**src/rtl/core/gain_stage_level_meter_macros.svh**
```systemverilog
// Assertion macros shared by the gain stage and level meter RTL.
// Each macro samples on the rising edge of clock and is disabled while reset is high.
`ifndef GAIN_STAGE_LEVEL_METER_MACROS_SVH
`define GAIN_STAGE_LEVEL_METER_MACROS_SVH

// Condition that must hold at every clock edge.
`define GSLM_ASSERT_ALWAYS(label, cond, msg) \
   label: assert property (@(posedge clock) disable iff (reset) (cond)) else $error(msg);

// Condition that must hold in the same cycle as its trigger.
`define GSLM_ASSERT_IMPLY(label, ante, cons, msg) \
   label: assert property (@(posedge clock) disable iff (reset) (ante) |-> (cons)) \
      else $error(msg);

// Condition that must hold in the cycle after its trigger.
`define GSLM_ASSERT_NEXT(label, ante, cons, msg) \
   label: assert property (@(posedge clock) disable iff (reset) (ante) |=> (cons)) \
      else $error(msg);

`endif

```
**src/rtl/core/gslm_pkg.sv**
```systemverilog
// Shared constants and types for the gain stage and level meter.
// No dependencies; the multiplier, window, level unit and top level import this package.
`timescale 1ns / 1ps

package gslm_pkg;

   // moving window; the depth is a power of two
   localparam int WINDOW_DEPTH = 256;
   localparam int POS_W        = (WINDOW_DEPTH > 1) ? $clog2(WINDOW_DEPTH) : 1;
   localparam int MAG_W        = 17;
   localparam int SUM_W        = MAG_W + POS_W;

   // level computation
   localparam int AVG_SHIFT  = 25;
   // sum * 2^AVG_SHIFT / WINDOW_DEPTH is a plain left shift
   localparam int AVG_SHL    = AVG_SHIFT - POS_W;
   localparam int V_W        = 42;
   localparam int NORM_W     = $clog2(V_W);
   localparam int MANT_W     = 31;
   localparam int MANT_FB    = 30;
   localparam int FRAC_W     = 16;
   localparam int ITER_W     = $clog2(FRAC_W);
   localparam int LOG_Q      = 40;
   localparam int EXP_W      = 8;
   localparam int DB_SHIFT   = 24;
   localparam logic [V_W-1:0] EPS_Q40 = 42'd1099512;

   // shared multiplier
   localparam int MUL_W  = 32;
   localparam int PROD_W = 2 * MUL_W;
   localparam logic signed [MUL_W-1:0]  DB_PER_OCTAVE = 32'sd394566;
   localparam logic signed [PROD_W-1:0] DB_ROUND      = 64'sd8388608;

   // level limits, 1/256 dB
   localparam int DB_W = 16;
   typedef logic signed [DB_W-1:0] level_type;
   localparam level_type LEVEL_MIN   = -16'sd15360;
   localparam level_type LEVEL_MAX   = 16'sd1536;
   localparam level_type LEVEL_FLOOR = -16'sd20480;

   // action codes
   localparam logic [1:0] ACT_SAMPLE    = 2'd0;
   localparam logic [1:0] ACT_BLOCK_END = 2'd1;
   localparam logic [1:0] ACT_CLEAR     = 2'd2;

   // register file
   localparam int ADDR_W = 3;
   localparam logic [ADDR_W-3:0] CSR_GAIN_IDX = 1'b0;
   localparam logic [15:0] GAIN_RESET = 16'd16384;

   typedef struct packed {
      logic signed [MUL_W-1:0] a;
      logic signed [MUL_W-1:0] b;
   } mul_req_type;

   typedef struct packed {
      logic             rd;
      logic             push;
      logic             clear;
      logic [MAG_W-1:0] mag;
   } win_cmd_type;

endpackage

```
**src/rtl/core/gslm_mul.sv**
```systemverilog
// Shared signed 32x32 multiplier with a registered product.
// Depends on gslm_pkg.
`timescale 1ns / 1ps

module gslm_mul (
   input  logic                                clock,
   input  gslm_pkg::mul_req_type               req,
   output logic signed [gslm_pkg::PROD_W-1:0]  prod
);
   import gslm_pkg::*;

   logic signed [PROD_W-1:0] prod_ff;
   logic signed [PROD_W-1:0] prod_in;

   always_comb begin
      prod_in = req.a * req.b;
   end

   always_ff @(posedge clock) begin
      prod_ff <= prod_in;
   end

   assign prod = prod_ff;

endmodule

```
**config.mk**
```make
export PLATFORM = sky130hd
export DESIGN_NAME = gslm_mul
export DESIGN_NICKNAME = d
export VERILOG_FILES = /design/src/rtl/core/gain_stage_level_meter_macros.svh /design/src/rtl/core/gslm_pkg.sv /design/src/rtl/core/gslm_mul.sv
export SDC_FILE = /design/constraint.sdc
export NUM_CORES = 2
export LEC_CHECK = 0
export BUFFER_PORTS_ARGS = -buffer_cell sky130_fd_sc_hd__buf_2
export CORE_MARGIN = 2
export CORE_UTILIZATION = 50
export DETAILED_ROUTE_END_ITERATION = 10
export MAX_ROUTING_LAYER = met4
export PLACE_DENSITY = 0.65
export SLEW_MARGIN = 20
export SYNTH_ARGS = -nofsm -noshare
export SYNTH_HDL_FRONTEND = slang
export SYNTH_SLANG_ARGS = --single-unit
```
**constraint.sdc**
```tcl
create_clock -name clock -period 14.4 [get_ports clock]
set_input_delay 4.32 -clock clock [delete_from_list [all_inputs] [get_ports clock]]
set_output_delay 4.32 -clock clock [all_outputs]
set_load 0.02 [all_outputs]
```
# Word-level counts from Yosys, hierarchy flattened
# Index checks and enable logic that the tools add are counted.
# op_classes
multipliers,1
# ops
operator,n
multiplier 32 x 32 -> 64 bit,1
# word_totals
input_bits,65
elab_cells,2
regBits,64
out_inout_bits,64

# Depth between registers and ports, before layout
# logic_depth
ltp_word,1
depth_mapped,28
depth_no_buf,26

# Worst setup path before layout
# No wires, ideal clock.
# synth_timing
path_type,input to register
from,in req[2] in the netlist's numbering
to,"reg prod_ff[63], in the netlist prod[63]"
setup_slack_ns,2.737
t_arrival_ns,11.543
t_required_ns,14.279
path_buffers,2
setup_ns,0.121
stages,25
path_cell_list,clkbuf_1 nand2_1 inv_1 fa_1 fa_1 fa_1 fa_1 inv_1 fa_1 inv_1 fa_1 inv_1 fa_1 inv_1 fa_1 ha_1 clkbuf_1 nand4_1 or3_1 o21ai_0 a211oi_2 o32ai_1 nor2_1 a31o_2 xnor2_1
# synth_between
elab_chain_len,1
# synth_rtl
element,line_no,source
start: declaration,gslm_mul.sv:7,"input gslm_pkg::mul_req_type req,"
multiplier 32 x 32 -> 64 bit,gslm_mul.sv:16,prod_in = req.a * req.b;
net prod_in[63],gslm_mul.sv:13,logic signed [PROD_W-1:0] prod_in;
end signal: assignment,gslm_mul.sv:20,prod_ff <= prod_in;
end: declaration,gslm_mul.sv:12,logic signed [PROD_W-1:0] prod_ff;
# The timed path passes the listed nets, and every way through them passes these cells.

# Worst setup path after layout
# Same ends and word-level chain as after synthesis.

==> results.cfg <==
[timing]
finalSetupViolCount = 0
clock.fmax_mhz = 80.04
min_period_ns = 12.49
fin_setup_tns_ns = 0
slew_headroom_pct = 37.95
slew_violations = 0
rsz0062_at_grt = no
finalCritPeriodShare_pct = 86.76
tightestPinTransition_ns = 0.9307
hold_violations = 0
holdWs_ns = 4.630

[drt]
wl_um = 95790
drt_iter0_markers = 1406
dr.pass1.iters = 6
vias = 25430
postRouteAntennaNets = 0
viasPerCell = 5.226
drc = 0
avgRoutedWirePerCell_um = 19.68

[synthesis]
yosys-top-cells-count = 1082 x fa_1, 949 x inv_1, 524 x nand2_1, 513 x and2_1, 200 x clkbuf_1
synth_top_area_share_pct = 57.55
syn_area_sq_um = 37640
ys_seq_area_share_pct = 3.404
ys.warnings.count = 0
syn_inst = 3949
synth_fp_nets = 5280
yosysUniqueCellTypes = 70
yosysMostFrequentCell = fa_1
synthFlopType = dfxtp_1
async_flop_share_pct = 0
avgSynthCellArea_sq_um = 9.531
ys_seq_elements = 64
ys_top_cells_by_area = fa_1 58%, inv_1 9.5%, and2_1 8.5%
synth_edf_count = 0
yosysTopAreaCell = fa_1

[critical_path]
cp-end-kind = flop
crit_path_max_fanout = 32
critPathKind = in2reg
cp-start-kind = input port
cp_slowest_cell = fa_1
required_ns = 14.61
cp_common_cell = fa_1
slowest_delay_ns = 1.03
crit_chain = buf_2, nand2_1, inv_1, fa_1, fa_1, fa_1, fa_1, inv_1, fa_1, inv_1, fa_1, inv_1, fa_1, inv_1, fa_1, ha_1, nand4_1, or3_1, o21ai_0, a211oi_2, o32ai_1, nor2_1, a31o_2, xnor2_1
arrival_ns = 12.71

[grt]
grt_pass1_vias = 28440
grt_max_degree = 33
grt_pass1_wl_um = 157200
grtUsageTotal_pct = 26.92
antenna_found_initial = 4
grt-ovfl-total = 0

[layout]
multi_input_area_sq_um = 31970
regArea_sq_um = 1281
area_growth_pct = 3.910
fillers = 6864
nNetsFinal = 5220
drive_gt1_share_pct = 5.059
largest_register_ffs = 64

[placed_design]
gp_congestion = 0.9003
dp_hpwl_um = 80280
port_buffers = 128

[clock_network]
clock_sinks = 64
cts_hold_buf = 0
htree_levels = 3
cts_tree = done
cts.clk_slew.worst_paths_ns = 0.06
cts-root-buf = clkbuf_16
cts_resized = 0
cts_setup_buffers = 0
cts_buffers = 9
cts.path.max_buffers = 2

[floorplanning]
die_x_um = 278.4
core_sq_um = 74450
die_area_sq_um = 77480
num_rows = 100
fp.dieH_um = 278.4
io-pin-count = 129
initial_utilization_pct = 50.56

[run_status]
status = finished, final reports clean

[min_path]
holdCritPathClass = in2reg

[flow_run]
cap_viol_max_count = 0
-- stage by stage --
step                      util [%]  setup WS, ns  std cells  instance area (sq um)
after detailed placement     52.09         1.671       4847                  38780
final                        52.53         1.907       4867                  39110
after floorplan                  -         2.737       3949                  37640
after global placement       52.09         1.809       4847                  38780
after global routing         52.53         1.520       4865                  39100
after CTS                    52.52         1.990       4863                  39100
-- layer usage --
| metal | up-vias | global-route usage (%) | wire length, um |
|---|---|---|---|
| met3 | 139 | 2.267 | 4207 |
| met1 | 13490 | 34.64 | 39190 |
| met2 | 678 | 45.94 | 49210 |
| met4 | 0 | 7.554 | 3191 |
| li1 | 11130 | - | - |
| met5 | - | - | 0 |
-- path summary, 6_finish.rpt --
path | from | end | slack (ns) | cells past startpoint
worst max-delay path | req[2] | prod[63] | 1.91 | 24
worst min-delay path | req[0] | prod[0] | 4.63 | 2
-- final cells by class --
type	count	share of cell area (%)
antenna	4	0.02559
clock buffer	9	0.5759
clock inverter	7	0.2431
inverter	949	9.108
multi-input combinational	2722	81.74
sequential	64	3.276
tap	969	3.100
timing repair buffer	143	1.926
-- logic make-up after synthesis --
group | after synthesis | synth area share, %
AO/OA/AOI/OAI | 204 | 3.843
XOR/XNOR | 74 | 1.722
adder cells (fa/ha/maj) | 1266 | 63.67
buffers and inverters | 1163 | 11.66
flip-flops | 64 | 3.404
AND/OR/NAND/NOR | 1178 | 15.71
-- layout by cell type (no fill, tap or decap), types with 4 or more instances in the layout --
master	netlist	layout
nor2b_1	8	8
nand2b_1	13	13
o21a_1	4	4
a21o_1	33	33
o211ai_1	5	5
o21ai_0	36	36
a21oi_2	5	5
buf_2	10	128
a211o_1	5	5
clkbuf_16	0	9
dfxtp_1	64	64
nand3_1	17	17
nand4_1	11	11
nand2_1	524	524
inv_1	949	949
and3_1	9	9
fa_1	1082	1082
a211oi_2	4	4
o21bai_1	4	4
ha_1	184	184
xnor2_1	52	52
a21oi_1	63	63
xor2_1	22	22
buf_4	0	15
nor3_1	7	7
diode_2	0	4
a31oi_1	5	5
and2_1	513	513
nor2_1	61	61
-- worst max-delay path: cells and delay by family --
family          cells  cell delay, ns
xor+xnor            1            0.11
simple gates        4            0.98
fa+ha+maj           9            5.26
buf+inv             6            1.25
compound gates      4            0.75
Power is left out: the tool's default activity adds up to more than one toggle a clock period on the data nets, which glitch-free logic cannot reach.
