$ cat src/rtl/core/gain_stage_level_meter_macros.svh
// Assertion macros shared by the gain stage and level meter RTL.
// Each macro samples on the rising edge of clock and is disabled while reset is high.
`ifndef GAIN_STAGE_LEVEL_METER_MACROS_SVH
`define GAIN_STAGE_LEVEL_METER_MACROS_SVH

// Condition that must hold at every clock edge.
`define GSLM_ASSERT_ALWAYS(label, cond, msg) \
   label: assert property (@(posedge clock) disable iff (reset) (cond)) else $error(msg);

// Condition that must hold in the same cycle as its trigger.
`define GSLM_ASSERT_IMPLY(label, ante, cons, msg) \
   label: assert property (@(posedge clock) disable iff (reset) (ante) |-> (cons)) \
      else $error(msg);

// Condition that must hold in the cycle after its trigger.
`define GSLM_ASSERT_NEXT(label, ante, cons, msg) \
   label: assert property (@(posedge clock) disable iff (reset) (ante) |=> (cons)) \
      else $error(msg);

`endif

$ cat src/rtl/core/gslm_pkg.sv
// Shared constants and types for the gain stage and level meter.
// No dependencies; the multiplier, window, level unit and top level import this package.
`timescale 1ns / 1ps

package gslm_pkg;

   // moving window; the depth is a power of two
   localparam int WINDOW_DEPTH = 256;
   localparam int POS_W        = (WINDOW_DEPTH > 1) ? $clog2(WINDOW_DEPTH) : 1;
   localparam int MAG_W        = 17;
   localparam int SUM_W        = MAG_W + POS_W;

   // level computation
   localparam int AVG_SHIFT  = 25;
   // sum * 2^AVG_SHIFT / WINDOW_DEPTH is a plain left shift
   localparam int AVG_SHL    = AVG_SHIFT - POS_W;
   localparam int V_W        = 42;
   localparam int NORM_W     = $clog2(V_W);
   localparam int MANT_W     = 31;
   localparam int MANT_FB    = 30;
   localparam int FRAC_W     = 16;
   localparam int ITER_W     = $clog2(FRAC_W);
   localparam int LOG_Q      = 40;
   localparam int EXP_W      = 8;
   localparam int DB_SHIFT   = 24;
   localparam logic [V_W-1:0] EPS_Q40 = 42'd1099512;

   // shared multiplier
   localparam int MUL_W  = 32;
   localparam int PROD_W = 2 * MUL_W;
   localparam logic signed [MUL_W-1:0]  DB_PER_OCTAVE = 32'sd394566;
   localparam logic signed [PROD_W-1:0] DB_ROUND      = 64'sd8388608;

   // level limits, 1/256 dB
   localparam int DB_W = 16;
   typedef logic signed [DB_W-1:0] level_type;
   localparam level_type LEVEL_MIN   = -16'sd15360;
   localparam level_type LEVEL_MAX   = 16'sd1536;
   localparam level_type LEVEL_FLOOR = -16'sd20480;

   // action codes
   localparam logic [1:0] ACT_SAMPLE    = 2'd0;
   localparam logic [1:0] ACT_BLOCK_END = 2'd1;
   localparam logic [1:0] ACT_CLEAR     = 2'd2;

   // register file
   localparam int ADDR_W = 3;
   localparam logic [ADDR_W-3:0] CSR_GAIN_IDX = 1'b0;
   localparam logic [15:0] GAIN_RESET = 16'd16384;

   typedef struct packed {
      logic signed [MUL_W-1:0] a;
      logic signed [MUL_W-1:0] b;
   } mul_req_type;

   typedef struct packed {
      logic             rd;
      logic             push;
      logic             clear;
      logic [MAG_W-1:0] mag;
   } win_cmd_type;

endpackage

$ cat src/rtl/core/gslm_log.sv
// Level unit: window average by shift, log2 by repeated squaring, dB scaling.
// Depends on gslm_pkg and drives the shared multiplier through a request struct.
`timescale 1ns / 1ps
`include "gain_stage_level_meter_macros.svh"

module gslm_log (
   input  logic                                clock,
   input  logic                                reset,
   input  logic                                start,
   input  logic [gslm_pkg::SUM_W-1:0]          sum,
   input  logic signed [gslm_pkg::PROD_W-1:0]  prod,
   output gslm_pkg::mul_req_type               mul_req,
   output logic                                busy,
   output logic                                done,
   output gslm_pkg::level_type                 db
);
   import gslm_pkg::*;

   typedef enum logic [2:0] {
      L_IDLE, L_ADD, L_NORM, L_SQR_MUL, L_SQR_UPD, L_DB_MUL, L_DB_FIN
   } log_state_type;

   log_state_type           state_ff, state_in;
   logic [V_W-1:0]          q_ff, q_in;
   logic [V_W-1:0]          v_ff, v_in;
   logic [NORM_W-1:0]       n_ff, n_in;
   logic [MANT_W-1:0]       m_ff, m_in;
   logic [FRAC_W-1:0]       frac_ff, frac_in;
   logic [ITER_W-1:0]       iter_ff, iter_in;
   level_type               db_ff, db_in;
   logic                    done_ff, done_in;

   logic [MANT_W:0]                sq;
   logic signed [EXP_W-1:0]        exp_v;
   logic signed [EXP_W+FRAC_W-1:0] l_v;
   logic signed [PROD_W-1:0]       rnd;
   logic signed [PROD_W-DB_SHIFT-1:0] dbw;

   always_comb begin
      sq    = prod[2*MANT_FB+1:MANT_FB];
      exp_v = EXP_W'(V_W - 1 - LOG_Q) - EXP_W'(n_ff);
      l_v   = {exp_v, frac_ff};
      rnd   = prod + DB_ROUND;
      dbw   = $signed(rnd[PROD_W-1:DB_SHIFT]);
   end

   always_comb begin
      state_in = state_ff;
      q_in     = q_ff;
      v_in     = v_ff;
      n_in     = n_ff;
      m_in     = m_ff;
      frac_in  = frac_ff;
      iter_in  = iter_ff;
      db_in    = db_ff;
      done_in  = 1'b0;
      mul_req  = '0;
      case (state_ff)
         L_IDLE: begin
            if (start) begin
               // average in Q.40: scale the sum up and divide by the depth in one shift
               q_in     = V_W'({sum, {AVG_SHL{1'b0}}});
               state_in = L_ADD;
            end
         end
         L_ADD: begin
            v_in     = q_ff + EPS_Q40;
            n_in     = '0;
            state_in = L_NORM;
         end
         L_NORM: begin
            if (v_ff[V_W-1]) begin
               m_in     = v_ff[V_W-1 -: MANT_W];
               frac_in  = '0;
               iter_in  = '0;
               state_in = L_SQR_MUL;
            end else begin
               v_in = v_ff << 1;
               n_in = n_ff + 1'b1;
            end
         end
         L_SQR_MUL: begin
            mul_req.a = MUL_W'(m_ff);
            mul_req.b = MUL_W'(m_ff);
            state_in  = L_SQR_UPD;
         end
         L_SQR_UPD: begin
            // square at or above 2.0 yields a one bit and a halved mantissa
            if (sq[MANT_W]) begin
               m_in    = sq[MANT_W:1];
               frac_in = {frac_ff[FRAC_W-2:0], 1'b1};
            end else begin
               m_in    = sq[MANT_W-1:0];
               frac_in = {frac_ff[FRAC_W-2:0], 1'b0};
            end
            if (iter_ff == ITER_W'(FRAC_W - 1)) begin
               state_in = L_DB_MUL;
            end else begin
               iter_in  = iter_ff + 1'b1;
               state_in = L_SQR_MUL;
            end
         end
         L_DB_MUL: begin
            mul_req.a = MUL_W'(l_v);
            mul_req.b = DB_PER_OCTAVE;
            state_in  = L_DB_FIN;
         end
         L_DB_FIN: begin
            if (dbw < (PROD_W - DB_SHIFT)'(LEVEL_FLOOR)) begin
               db_in = LEVEL_FLOOR;
            end else begin
               db_in = dbw[DB_W-1:0];
            end
            done_in  = 1'b1;
            state_in = L_IDLE;
         end
         default: begin
            state_in = L_IDLE;
         end
      endcase
   end

   always_ff @(posedge clock) begin
      if (reset) begin
         state_ff <= L_IDLE;
         done_ff  <= 1'b0;
      end else begin
         state_ff <= state_in;
         done_ff  <= done_in;
      end
      q_ff    <= q_in;
      v_ff    <= v_in;
      n_ff    <= n_in;
      m_ff    <= m_in;
      frac_ff <= frac_in;
      iter_ff <= iter_in;
      db_ff   <= db_in;
   end

   assign busy = (state_ff != L_IDLE);
   assign done = done_ff;
   assign db   = db_ff;

   `GSLM_ASSERT_IMPLY(a_start_when_idle, start, state_ff == L_IDLE, "level start while busy")
   `GSLM_ASSERT_IMPLY(a_norm_nonzero, state_ff == L_NORM, v_ff != '0, "normalising a zero value")
   `GSLM_ASSERT_IMPLY(a_square_range, state_ff == L_SQR_UPD,
      prod[PROD_W-1:2*MANT_FB+2] == '0, "square out of range")
   `GSLM_ASSERT_IMPLY(a_db_floor, done_ff, db_ff >= LEVEL_FLOOR, "level below floor")

endmodule

$ cat config.mk
export PLATFORM = sky130hd
export DESIGN_NAME = gslm_log
export DESIGN_NICKNAME = d
export VERILOG_FILES = /design/src/rtl/core/gslm_pkg.sv /design/src/rtl/core/gslm_log.sv
export VERILOG_INCLUDE_DIRS = /design/src /design/src/rtl/core
export SDC_FILE = /design/constraint.sdc
export NUM_CORES = 1
export LEC_CHECK = 0
export ABC_AREA = 1
export BUFFER_PORTS_ARGS = -buffer_cell sky130_fd_sc_hd__buf_2
export CORE_ASPECT_RATIO = 0.5
export CORE_MARGIN = 1
export CORE_UTILIZATION = 59
export DETAILED_ROUTE_END_ITERATION = 6
export PLACE_DENSITY = 0.88
export SYNTH_ARGS = -nofsm -noshare
export SYNTH_HDL_FRONTEND = slang
export SYNTH_SLANG_ARGS = --single-unit
$ cat constraint.sdc
create_clock -name clock -period 11.1 [get_ports clock]
set_input_delay 1.11 -clock clock [delete_from_list [all_inputs] [get_ports clock]]
set_output_delay 1.11 -clock clock [all_outputs]
set_load 0.05 [all_outputs]
==> Yosys cells after proc, flatten, opt, wreduce, memory -nomap -nowiden <==
Cells that the tools add are included.
{ "op_classes": {"add_sub_neg": 5, "multipliers": 0, "n_div": 0, "magnitude_cmp": 1, "n_eq_ne": 11, "shift": 0, "n_mux": 19, "bitwise_logic": 0, "n_reduce_logical": 9} }
{ "op_table": {"columns": ["op", "n"], "rows": [
  ["case mux 64 bit (2 select lines)", 1],
  ["case mux 42 bit (2 select lines)", 1],
  ["adder 64 x 25 -> 64 bit (second input constant)", 1],
  ["two-way mux 31 bit", 2],
  ["case mux 31 bit (2 select lines)", 1],
  ["adder 42 x 21 -> 42 bit (second input constant)", 1],
  ["two-way mux 42 bit", 1],
  ["< comparator 40 x 16 -> 1 bit (second input constant)", 1],
  ["case mux 16 bit (2 select lines)", 1],
  ["case mux 3 bit (6 select lines)", 1],
  ["two-way mux 16 bit", 1],
  ["case mux 6 bit (2 select lines)", 1],
  ["equality test 3 bit (second input constant)", 3],
  ["two-way mux 3 bit", 3],
  ["two-way mux 4 bit", 2],
  ["inequality test 2 bit (second input constant)", 4],
  ["case mux 4 bit (2 select lines)", 1],
  ["AND reduction 2 bit", 4],
  ["subtractor 1 x 6 -> 7 bit (first input constant)", 1],
  ["adder 6 x 1 -> 6 bit (second input constant)", 1],
  ["equality test 3 x 2 -> 1 bit (second input constant)", 2],
  ["two-way mux 6 bit", 1],
  ["adder 4 x 1 -> 4 bit (second input constant)", 1],
  ["equality test 4 bit (second input constant)", 1],
  ["6 further kinds", 8]
]} }
{ "word_totals": {"ff_bits": 144, "latch_bits": 0, "ramBits": 0, "romBits": 0, "in_bits": 92, "out_inout_bits": 82, "word_cells": 55, "n_memories": 0} }

==> Longest topological paths before layout <==
{ "depth": {"word_depth": 3, "mapped_depth": 16, "ltp_nobuf": 16} }

==> Worst setup path after synthesis <==
Ideal clock, no wire load.
{ "synth_path": {"path_kind": "reg-to-reg", "start": "reg state_ff[0]", "end": "reg frac_ff[0], enable pin", "setup_ps": 452, "arrival_ps": 3043, "t_required_ps": 10648, "path_slack_ps": 7605, "path_stages_with_launch": 8, "path_buffers": 2, "synth_period_minus_slack_ps": 3495, "path_cell_list": "dfxtp_1 -> clkbuf_1 -> nor2_1 -> nand2_1 -> clkbuf_1 -> inv_1 -> nor2_1 -> nor2_1"} }
{ "synth_via": {"elab_chain_cells": 3, "elab_cells_between_ends": 5, "classes_between": "eq/ne: 3; reduce/logical: 2"} }
{ "synth_lines": {"columns": ["element", "line", "rtl"], "rows": [
  ["from (decl)", "gslm_log.sv:23", "log_state_type state_ff, state_in;"],
  ["from (signal assigned)", "gslm_log.sv:128", "state_ff <= state_in;"],
  ["equality test 3 x 2 -> 1 bit / equality test 3 bit (equally long branches)", "gslm_log.sv:58", "case (state_ff)"],
  ["inequality test 2 bit (no source line) / nonzero test 2 bit (equally long branches)", null, null],
  ["AND reduction 2 bit (no source line) *", null, null],
  ["to (signal assigned)", "gslm_log.sv:135", "frac_ff <= frac_in;"],
  ["to (decl)", "gslm_log.sv:28", "logic [FRAC_W-1:0] frac_ff, frac_in;"]
]} }
Every way passes the cells marked *; elsewhere a longest branch is shown, timed or not.
A chain may end at the register's enable or synchronous reset.

==> flow_summary.yaml <==
critical_path:
  r2r_end: "m_ff[9]$_DFFE_PP_"
  crit_path_start_kind: "register"
  worstPathRequired_ns: 9.99
  setup.worst_path.class: "register to output port"
  endpoint: "mul_req[51]"
  reg2reg_slack_ns: 7.59
  worst_setup_path_end_kind: "output port"
  cp-startpoint: "state_ff[0]$_SDFFE_PP0P_"
  reg2reg_depth: 6
  r2r_start: "state_ff[1]$_SDFFE_PP0P_"
  cp.arrival_ns: 3.00
  cp_max_fo: 27
pwr:
  ir_drop_uv: 130
  p_leak_nw: 4.29
  power_mw: 2.09
  p_int_mw: 1.30
  clkPwrFrac_pct: 27.9
  combPwrFrac_pct: 28.5
  power_frac_seq_pct: 43.6
  power.density_mw_per_mm2: 220
  p_sw_uw: 794
  swShare_pct: 37.9
clocking:
  clock_latency_ns: 0.42
  cts.sinks: 142
  clk_pin_slew_ns: 0.07
  cts_buffer_depth: 2
  cts_made_buffers: 17
  cts_tree: "built"
  cts_max_level: 4
  cts_hold_buf: 0
  postCtsSetupRepairBufs: 0
  cts_root_buf: "clkbuf_16"
  cts_resized: 0
placed_design:
  place_hpwl_um: 16200
  gp_congestion: 1.03
  placed_cells: 1195
  port_buffers: 149
timing:
  setup_tns_ns: 0
  setup-violations-final: 0
  worst_hold_slack_ns: 0.564
  period_needed_ns: 4.11
  relSlewSlack_pct: 12.8
  final-hold-violation-count: 0
  max_freq_mhz: 244
  grt_setup_unrepaired: "false"
  final_max_slew_viol_count: 0
  worst_slew_pin_slew_ns: 1.30
  post-route-period-util_pct: 37.0
  fin_worst_skew_ns: 0.00906
detailed_routing:
  via_count: 6984
  drcViolationCount: 0
  firstDrtPassIters: 6
  drt_iter0_markers: 793
  wl_um: 22100
  wl_per_cell_um: 18.0
  drtAntennaViolNets: 0
  vias_per_cell: 5.69
finish:
  antenna_cells: 0
  utilization_pct: 73.5
  layout.nets: 1142
  layout_commonest_cell: "nand2_1"
  regArea_mm2: 0.00422
  final_cell_mix: "200 x nand2_1, 149 x buf_2, 138 x edfxtp_1"
  final_cells: 1227
  synthToLayoutAreaGrowth_pct: 18.8
  multi_input_area_mm2: 0.00316
  drive_gt1_share_pct: 22.6
  fillers: 938
flow_run:
  drv_cap: 0
global_routing:
  grt_max_degree: 64
  grt_pass1_wl_um: 34100
  antenna_found_initial: 0
  first_global_vias: 6401
  track_usage_pct: 32.3
  grt.overflow.total: 0
logic_synthesis:
  ys_seq_area_share_pct: 52.7
  yosysWarnings: 0
  syn_inst: 899
  synth_seq_cells: 142
  avgSynthCellArea_um2: 8.91
  syn_area_mm2: 0.00801
  synthArstFlopShare_pct: 0
  synth_edf_count: 138
  synth_cell_types: 45
  synth_flop_cell: "edfxtp_1"
die:
  die-area_mm2: 0.0141
  start_util_pct: 61.8
  fp.dieH_um: 84.4
  die_x_um: 167
  row_count: 29
  ioPinCount: 174
  coreArea_mm2: 0.0130
status:
  status: "completed"
hold_path:
  min_from: "frac_ff[1]$_SDFFCE_PN0P_"
  hold_class: "register to register"
-- sequential cells by signal, indices dropped and copies added, names as in the netlist --
| signal | cells |
|---|---|
| m_ff | 31 |
| iter_ff | 4 |
| frac_ff | 16 |
| db | 16 |
| v_ff | 40 |
| n_ff | 6 |
| done | 1 |
| state_ff | 3 |
| q_ff | 25 |
-- layer usage --
layer / up-vias / part of all wire, % / global-route usage, %
met3: 34 / 9.0 / 7.45
met2: 338 / 45 / 50.6
met5: - / 0 / 0
li1: 3319 / - / -
met4: 0 / 1.6 / 9.01
met1: 3293 / 45 / 45.7
-- metrics by stage --
step | cell area (um2) | setup slack (ns)
after floorplan | 8010 | 7.61
after global placement | 8900 | 7.63
after detailed placement | 8900 | 7.50
after CTS | 9520 | 7.06
after global routing | 9520 | 6.80
final | 9520 | 6.99
-- cells by family after synthesis --
group                    synth area share [%]
AO/OA/AOI/OAI                            11.5
XOR/XNOR                                 3.03
adder cells (fa/ha/maj)                 0.937
buffers and inverters                    8.11
flip-flops                               52.7
other                                  0.0468
AND/OR/NAND/NOR                          23.6
-- power by group through the flow --
stage                     logic (mW)  clock network, mW  registers [mW]
after floorplan                0.413                  0           0.889
after global placement         0.564                  0           0.908
after detailed placement       0.579                  0           0.918
after CTS                      0.589              0.586           0.910
after global routing           0.645              0.610           0.927
final                          0.597              0.585           0.913
-- how the worst min path moves through the flow --
stage                          endpoint  slack, ns  cells after the start
4_1_cts        frac_ff[2]$_SDFFCE_PN0P_       0.56                      2
6_report       frac_ff[2]$_SDFFCE_PN0P_       0.56                      2
2_1_floorplan           done$_SDFF_PP0_       0.50                      2
3_5_place_dp         v_ff[40]$_DFFE_PP_       0.55                      2
5_1_grt              v_ff[19]$_DFFE_PP_       0.59                      1
3_3_place_gp      v_ff[8]$_SDFFCE_PN0P_       0.53                      2
-- critical path: stages, from the launching register on --
cell      delay (ns)
dfxtp_1         0.48
nand2_1         0.11
nor2_1          0.36
clkinv_1        0.76
o32ai_1         0.52
buf_2           0.33
-- cell usage after synthesis (6+ instances only) --
library cell,instances,area share (%)
nand2_2,8,0.62
clkbuf_1,23,1.1
nor2_4,10,1.4
o21ai_0,44,2.7
nand4_1,9,0.70
nand3_1,33,2.1
a21oi_2,10,1.1
nor2_1,126,5.9
nor3_1,6,0.37
xnor2_1,7,0.77
xor2_1,17,1.9
ha_1,6,0.94
o221ai_1,30,3.3
o22ai_1,18,1.4
a21oi_1,12,0.75
edfxtp_1,138,52
nand2_1,200,9.4
nor2_2,6,0.47
inv_1,136,6.4
a22o_1,8,0.87
-- layout make-up --
cell class / instances / share of cell area [%]
clock buffer: 17 / 4.47
inverter: 140 / 5.52
multi-input combinational: 590 / 33.2
clock inverter: 15 / 2.02
sequential: 142 / 44.4
timing repair buffer: 153 / 8.15
tap: 170 / 2.24
Power figures use the tool's default switching activity.
